===== src/rtl/core/pbw_pkg.sv =====
// shared widths, register indexes and stage control type for the beam weighting block
`default_nettype none
package pbw_pkg;

  localparam int BEAM_W   = 18;
  localparam int PIX_W    = 24;
  localparam int WEIGHT_W = 24;
  localparam int OUT_W    = 48;
  localparam int CFG_IDX_W = 8;

  localparam int NUM_BEAM = 8;
  localparam int NUM_PIX  = 4;
  localparam int NUM_OUT  = 4;

  localparam int P1_W  = BEAM_W + PIX_W;
  localparam int T_W   = P1_W + 2;
  localparam int P2_W  = T_W + BEAM_W;
  localparam int R_W   = P2_W + 1;
  localparam int MAG_W = R_W - 1;
  localparam int LO_W  = 32;
  localparam int HI_W  = MAG_W - LO_W;
  localparam int PLO_W = LO_W + WEIGHT_W;
  localparam int PHI_W = HI_W + WEIGHT_W;
  localparam int SUM_W = PLO_W;
  localparam int RND_SHIFT = 8;

  localparam logic [SUM_W-1:0] ROUND_HALF = SUM_W'(1) << (RND_SHIFT - 1);
  localparam logic [OUT_W-1:0] OUT_MAX_POS = {1'b0, {(OUT_W-1){1'b1}}};
  localparam logic [OUT_W-1:0] OUT_MAX_NEG = {1'b1, {(OUT_W-1){1'b0}}};

  localparam logic [WEIGHT_W-1:0] WEIGHT_RESET = WEIGHT_W'(65536);

  localparam logic [CFG_IDX_W-1:0] REG_WEIGHT_XX      = CFG_IDX_W'(0);
  localparam logic [CFG_IDX_W-1:0] REG_WEIGHT_XY_REAL = CFG_IDX_W'(1);
  localparam logic [CFG_IDX_W-1:0] REG_WEIGHT_XY_IMAG = CFG_IDX_W'(2);
  localparam logic [CFG_IDX_W-1:0] REG_WEIGHT_YY      = CFG_IDX_W'(3);

  typedef struct packed {
    logic en_mag;
    logic en_mul;
    logic en_out;
  } pbw_adv_t;

endpackage
`default_nettype wire


===== src/rtl/core/pbw_weigh.sv =====
// weighting slice: magnitude, split weight multiply, round, saturate, restore sign
`default_nettype none
module pbw_weigh (
  input  wire logic                                 clk,
  input  wire pbw_pkg::pbw_adv_t                    adv,
  input  wire logic signed [pbw_pkg::R_W-1:0]       value,
  input  wire logic        [pbw_pkg::WEIGHT_W-1:0]  weight,
  output logic signed      [pbw_pkg::OUT_W-1:0]     result
);

  logic                          neg_mag_r, neg_mag_nxt;
  logic [pbw_pkg::MAG_W-1:0]     mag_r, mag_nxt;
  logic                          neg_mul_r;
  logic [pbw_pkg::PLO_W-1:0]     plo_r, plo_nxt;
  logic [pbw_pkg::PHI_W-1:0]     phi_r, phi_nxt;
  logic [pbw_pkg::OUT_W-1:0]     res_r, res_nxt;
  logic [pbw_pkg::SUM_W-1:0]     sum;
  logic [pbw_pkg::OUT_W-1:0]     quo;
  logic [pbw_pkg::OUT_W-1:0]     quo_sat;

  always_comb begin
    neg_mag_nxt = value[pbw_pkg::R_W-1];
    if (neg_mag_nxt) begin
      mag_nxt = pbw_pkg::MAG_W'(-value);
    end else begin
      mag_nxt = pbw_pkg::MAG_W'(value);
    end
  end

  always_comb begin
    plo_nxt = pbw_pkg::PLO_W'(mag_r[pbw_pkg::LO_W-1:0]) * pbw_pkg::PLO_W'(weight);
    phi_nxt = pbw_pkg::PHI_W'(mag_r[pbw_pkg::MAG_W-1:pbw_pkg::LO_W]) * pbw_pkg::PHI_W'(weight);
  end

  always_comb begin
    sum = pbw_pkg::SUM_W'(phi_r) + pbw_pkg::SUM_W'(plo_r[pbw_pkg::PLO_W-1:pbw_pkg::LO_W])
        + pbw_pkg::ROUND_HALF;
    quo = pbw_pkg::OUT_W'(sum >> pbw_pkg::RND_SHIFT);
    if (neg_mul_r) begin
      quo_sat = (quo > pbw_pkg::OUT_MAX_NEG) ? pbw_pkg::OUT_MAX_NEG : quo;
      res_nxt = -quo_sat;
    end else begin
      quo_sat = (quo > pbw_pkg::OUT_MAX_POS) ? pbw_pkg::OUT_MAX_POS : quo;
      res_nxt = quo_sat;
    end
  end

  always_ff @(posedge clk) begin
    if (adv.en_mag) begin
      neg_mag_r <= neg_mag_nxt;
      mag_r     <= mag_nxt;
    end
    if (adv.en_mul) begin
      neg_mul_r <= neg_mag_r;
      plo_r     <= plo_nxt;
      phi_r     <= phi_nxt;
    end
    if (adv.en_out) begin
      res_r <= res_nxt;
    end
  end

  assign result = $signed(res_r);

endmodule
`default_nettype wire


===== config.mk =====
export PLATFORM = sky130hd
export DESIGN_NAME = pbw_weigh
export DESIGN_NICKNAME = d
export VERILOG_FILES = /design/src/rtl/core/pbw_pkg.sv /design/src/rtl/core/pbw_weigh.sv
export SDC_FILE = /design/constraint.sdc
export NUM_CORES = 2
export LEC_CHECK = 0
export BUFFER_PORTS_ARGS = -buffer_cell sky130_fd_sc_hd__buf_2
export CORE_UTILIZATION = 30
export CTS_CLUSTER_SIZE = 14
export DETAILED_ROUTE_END_ITERATION = 10
export GPL_TIMING_DRIVEN = 0
export PLACE_DENSITY_LB_ADDON = 0.05
export SLEW_MARGIN = 20
export SYNTH_ARGS = -nofsm -noshare
export SYNTH_HDL_FRONTEND = slang
export SYNTH_SLANG_ARGS = --single-unit
export TNS_END_PERCENT = 50

===== constraint.sdc =====
create_clock -name clk -period 18.08 [get_ports clk]
set_input_delay 3.616 -clock clk [delete_from_list [all_inputs] [get_ports clk]]
set_output_delay 3.616 -clock clk [all_outputs]
set_load 0.05 [all_outputs]

### Word-level counts from Yosys, hierarchy flattened

Cells that the tools add are included.

* add/subtract/negate cells: 4
* multiply operators: 2
* mux-type cells: 4
* $lt $le $gt $ge: 2

Operators with widths (count)
* $mux W48: 3
* $mux W62: 1
* $neg A62 Y62: 1
* $add A55 B8 Y56 const B: 1
* $mul A32 B24 Y56: 1
* $add A54 B24 Y55: 1
* $mul A30 B24 Y54: 1
* $gt A48 B47 Y1 const B: 1
* $gt A48 B48 Y1 const B: 1
* $neg A48 Y48: 1

* input bits: 91
* word-level logic and storage cells: 18
* flip-flop bits (word level): 222
* output and inout port bits: 48

### Logic depth before layout (Yosys ltp)

* word-level depth: 6
* depth in mapped cells: 28
* depth with buffers taken out: 26

### Worst setup path after synthesis

No wires, ideal clock.

* kind: input to register
* start point: input weight[3] (netlist name)
* end point: register plo_r[55] (netlist name) (data pin)
* setup slack: 7.503 ns
* stages on the path: 27
* data arrival time: 10.317 ns
* setup time: 0.260 ns
* required time: 17.820 ns
* cells stage by stage: clkbuf_1 > clkbuf_1 > nand2_1 > fa_1 > inv_1 > fa_1 > inv_1 > fa_1 > fa_1 > inv_1 > fa_1 > fa_1 > inv_1 > fa_1 > inv_1 > ha_1 > a21o_1 > a21o_1 > a21oi_1 > o21ai_0 > o311ai_0 > a21oi_1 > a211oi_1 > nand3_1 > a31oi_1 > o21bai_1 > xnor2_1

* longest elaborated chain between the ends: 1

Ends and longest elaborated chain
* start, declared: line pbw_weigh.sv:7 `input wire logic [pbw_pkg::WEIGHT_W-1:0] weight,`
* $mul A32 B24 Y56: line pbw_weigh.sv:31 `plo_nxt = pbw_pkg::PLO_W'(mag_r[pbw_pkg::LO_W-1:0]) * pbw_pkg::PLO_W'(weight);`
* via plo_nxt (one bit): line pbw_weigh.sv:14 `logic [pbw_pkg::PLO_W-1:0] plo_r, plo_nxt;`
* end signal, assigned: line pbw_weigh.sv:55 `plo_r <= plo_nxt;`
* end, declared: line pbw_weigh.sv:14

The timed path passes the listed nets, and every way through them passes these cells.
A chain may end at the register's enable or synchronous reset.

### Worst setup path after layout

* start point: input weight[12] (netlist name)
* end point: register phi_r[47] (netlist name) (data pin)

* longest elaborated chain between the ends: 1

Ends and longest elaborated chain
* $mul A30 B24 Y54: line pbw_weigh.sv:32 `phi_nxt = pbw_pkg::PHI_W'(mag_r[pbw_pkg::MAG_W-1:pbw_pkg::LO_W]) * pbw_pkg::PHI_W'(weight);`
* via phi_nxt (one bit): line pbw_weigh.sv:15 `logic [pbw_pkg::PHI_W-1:0] phi_r, phi_nxt;`
* end signal, assigned: line pbw_weigh.sv:56 `phi_r <= phi_nxt;`
* end, declared: line pbw_weigh.sv:15

The timed path passes the listed nets, and every way through them passes these cells.

==> results.md <==
- Status: finished with violations
- Violations in the final reports: DRC
- Period Utilization, post-route: 73.2%
- Synthesis-to-finish area growth: 8.37%
- Distinct cell type count of the synthesized netlist: 79
- Most area-hungry cell type in the Yosys netlist: sky130_fd_sc_hd__fa_1
- Cell count after synthesis: 6089
- Detail-routed net length per standard cell: 28.7 um
- Via count of the routed design: 42900
- Time the worst path needs with I/O delays and setup: 13.24 ns
- Final-stage net count: 8009
- Die Ht: 438 um
- Maximum fanout count along the critical path: 10
- Final setup viols: 0
- Initial core utilization: 30.2%
- Clock Latency Late Sink: 0.58 ns
- Slew @ Worst Pin: 1.22 ns
- Routed metal-1 wirelength: 113 mm
- Hold buffer count at cts: 0
- Clock-pin slew on the worst setup and hold paths: 0.09 ns
- Combined area of all synthesized cells: 56900 um^2
- Clk root buf: sky130_fd_sc_hd__clkbuf_16
- Flip-flop and latch count after synthesis: 190
- Critical Path RT: 18.37 ns
- Core Region: 188000 um^2
- Number of ports placed on the die boundary: 139
- Final weighted congestion in routability-driven placement: 0.945
- Count of instances resized after the clock tree is built: 0
- Count of port buffers added during placement: 120
- Top flip-flop cell by instance count after synthesis: sky130_fd_sc_hd__edfxtp_1
- Routed vias/inst: 4.89
- Critical path type: in2reg
- Max cap viols: 0
- Crit-path max cell delay: 0.92 ns
- H-tree Lvls: 4
- Routed Antenna Nets: 0
- Fin. max-slew vios: 0
- Count of standard-cell rows: 159
- Global Route Usage Sum: 26.8%
- First-iteration detailed-routing DRC count: 3075
- WL met2: 119 mm
- Number of buffers created by CTS: 17
- Critical path arrival: 13.53 ns
- Number of detailed-routing iterations run before antenna repair: 8
- Total Wirelength: 252 mm
- Overall overflow remaining after global route: 0
- Vias in the first global route: 46200
- Fraction of registers with async set or reset after synthesis: 0%
- Final total negative setup slack: 0 ns
- Startpoint type of the worst setup path: primary input
- RSZ-0062 raised after global routing: no
- Top cells by instance count after synthesis: sky130_fd_sc_hd__inv_1, sky130_fd_sc_hd__fa_1, sky130_fd_sc_hd__nand2_1, sky130_fd_sc_hd__and2_1, sky130_fd_sc_hd__ha_1
- # DRC: 9
- Highest Signal Layer: met5
- Critical-path top delay cell: sky130_fd_sc_hd__clkbuf_1
- Number of buffers on the longest clock path: 2
- Antenna violations before repair: 59
- Sequential cell area fraction in the yosys report: 10.0%
- Type of element capturing the critical path: flip-flop
- First-pass GRT wire length: 357 mm
- Most used cell, CP: sky130_fd_sc_hd__fa_1
- Largest cells by area after synthesis: sky130_fd_sc_hd__fa_1, sky130_fd_sc_hd__edfxtp_1, sky130_fd_sc_hd__inv_1
- Max Fclk: 75.5 MHz
- Fraction of synthesized cell area taken by the top area cell type: 44.7%
- Number of hold violations in the final report: 0
- Post-synthesis area per instance: 9.35 um^2
- Total half-perimeter wirelength after legalization and detailed placement: 215 mm
- Class of the most critical hold timing path: reg2reg
- Proportion of layout cells with a drive suffix above 1: 4.14%
- Clock sink total: 190
- Final clock skew: 0.0267 ns
- Largest net degree at the start of global routing: 58
- CTS tree: built
- Remaining max-slew budget at the tightest pin: 18.5%
- Synth warn: 0
- Most frequently used cell type in the post-synthesis netlist: sky130_fd_sc_hd__inv_1
- Synthesized net count: 7858
- Chip Width: 438 um
- Count of buffers added by post-CTS timing repair for setup: 0
- Die area: 191000 um^2
- Number of enable flip-flop cells after synthesis: 190
- Detailed-routed wire length on met3: 12.0 mm
[flip-flops by register name, indices dropped and copies added (netlist names)]
signal / cells
mag_r: 62
phi_r: 54
result: 48
plo_r: 24
neg_mag_r: 1
neg_mul_r: 1
[worst paths after layout]
check	startpoint	endpoint	slack [ns]	cells after the start
worst min register to register	phi_r[33]$_DFFE_PP_	result[25]$_DFFE_PP_	0.73	1
worst max-delay path	weight[12]	phi_r[47]$_DFFE_PP_	4.84	25
worst min-delay path	phi_r[33]$_DFFE_PP_	result[25]$_DFFE_PP_	0.73	1
worst max register to register	mag_r[43]$_DFFE_PP_	phi_r[47]$_DFFE_PP_	7.59	26
[per-stage QoR]
| stage | hold slack (ns) | cells | setup WS, ns | utilization [%] | area, um^2 |
|---|---|---|---|---|---|
| after detailed placement | 0.701 | 8716 | 3.93 | 32.4 | 61000 |
| after global placement | 0.705 | 8704 | 2.17 | 32.2 | 60600 |
| after floorplan | 0.400 | 6089 | 7.50 | - | 56900 |
| final | 0.731 | 8775 | 4.84 | 32.8 | 61700 |
| after global routing | 0.747 | 8754 | 4.41 | 32.7 | 61600 |
| after CTS | 0.717 | 8748 | 4.52 | 32.7 | 61600 |
[kinds of logic after synthesis]
group | Yosys count | share of synthesized area (%)
DFF | 190 | 10.0
muxes | 2 | 0.0374
buffers and inverters | 1710 | 11.3
and+or+nand+nor | 1857 | 16.6
xor gates and xnor gates | 215 | 3.31
AOI/OAI and AO/OA | 437 | 5.08
adders and majority gates | 1678 | 53.7
[worst max-delay path, delay by kind of cell]
kind	cells	cell delay, ns
compound gates	8	3.73
xor+xnor	1	0.46
fa+ha+maj	8	3.42
buf+inv	5	1.85
simple gates	3	0.42
[layer usage]
layer  track usage (%)  vias up
met3              3.05      233
met2              43.8     1171
li1                  -    18500
met1              36.7    23000
met4              8.74        8
met5                 0        -
[placed cells by master (no fill, tap or decap), drive strengths merged, types with 4 or more instances in the layout]
master   instances
a211oi          24
a21o            65
a21oi          112
a221oi           7
a31oi            5
and2           772
and3            16
and4             6
buf            144
clkbuf         322
clkinv           6
diode           27
edfxtp         190
fa            1271
ha             407
inv           1402
nand2          818
nand2b          18
nand3           26
nand4           30
nor2            60
nor2b           11
nor3            36
nor3b            4
nor4             8
o2111ai          4
o211ai          11
o21a             7
o21ai           93
o21bai          18
o31ai           31
o41ai           20
or2             15
or3             19
or4             12
xnor2          158
xor2            57
[cell type report]
type                       instances  area (um^2)
antenna                           27         67.6
buffer                           317         1260
clock buffer                      17          425
clock inverter                    15          196
fill                           20100       127000
inverter                        1393         5230
multi-input combinational       4189        44800
sequential                       190         5710
tap                             2495         3120
timing repair buffer             132          862
Power is left out: the tool's default activity adds up to more than one toggle a clock period on the data nets, which glitch-free logic cannot reach.
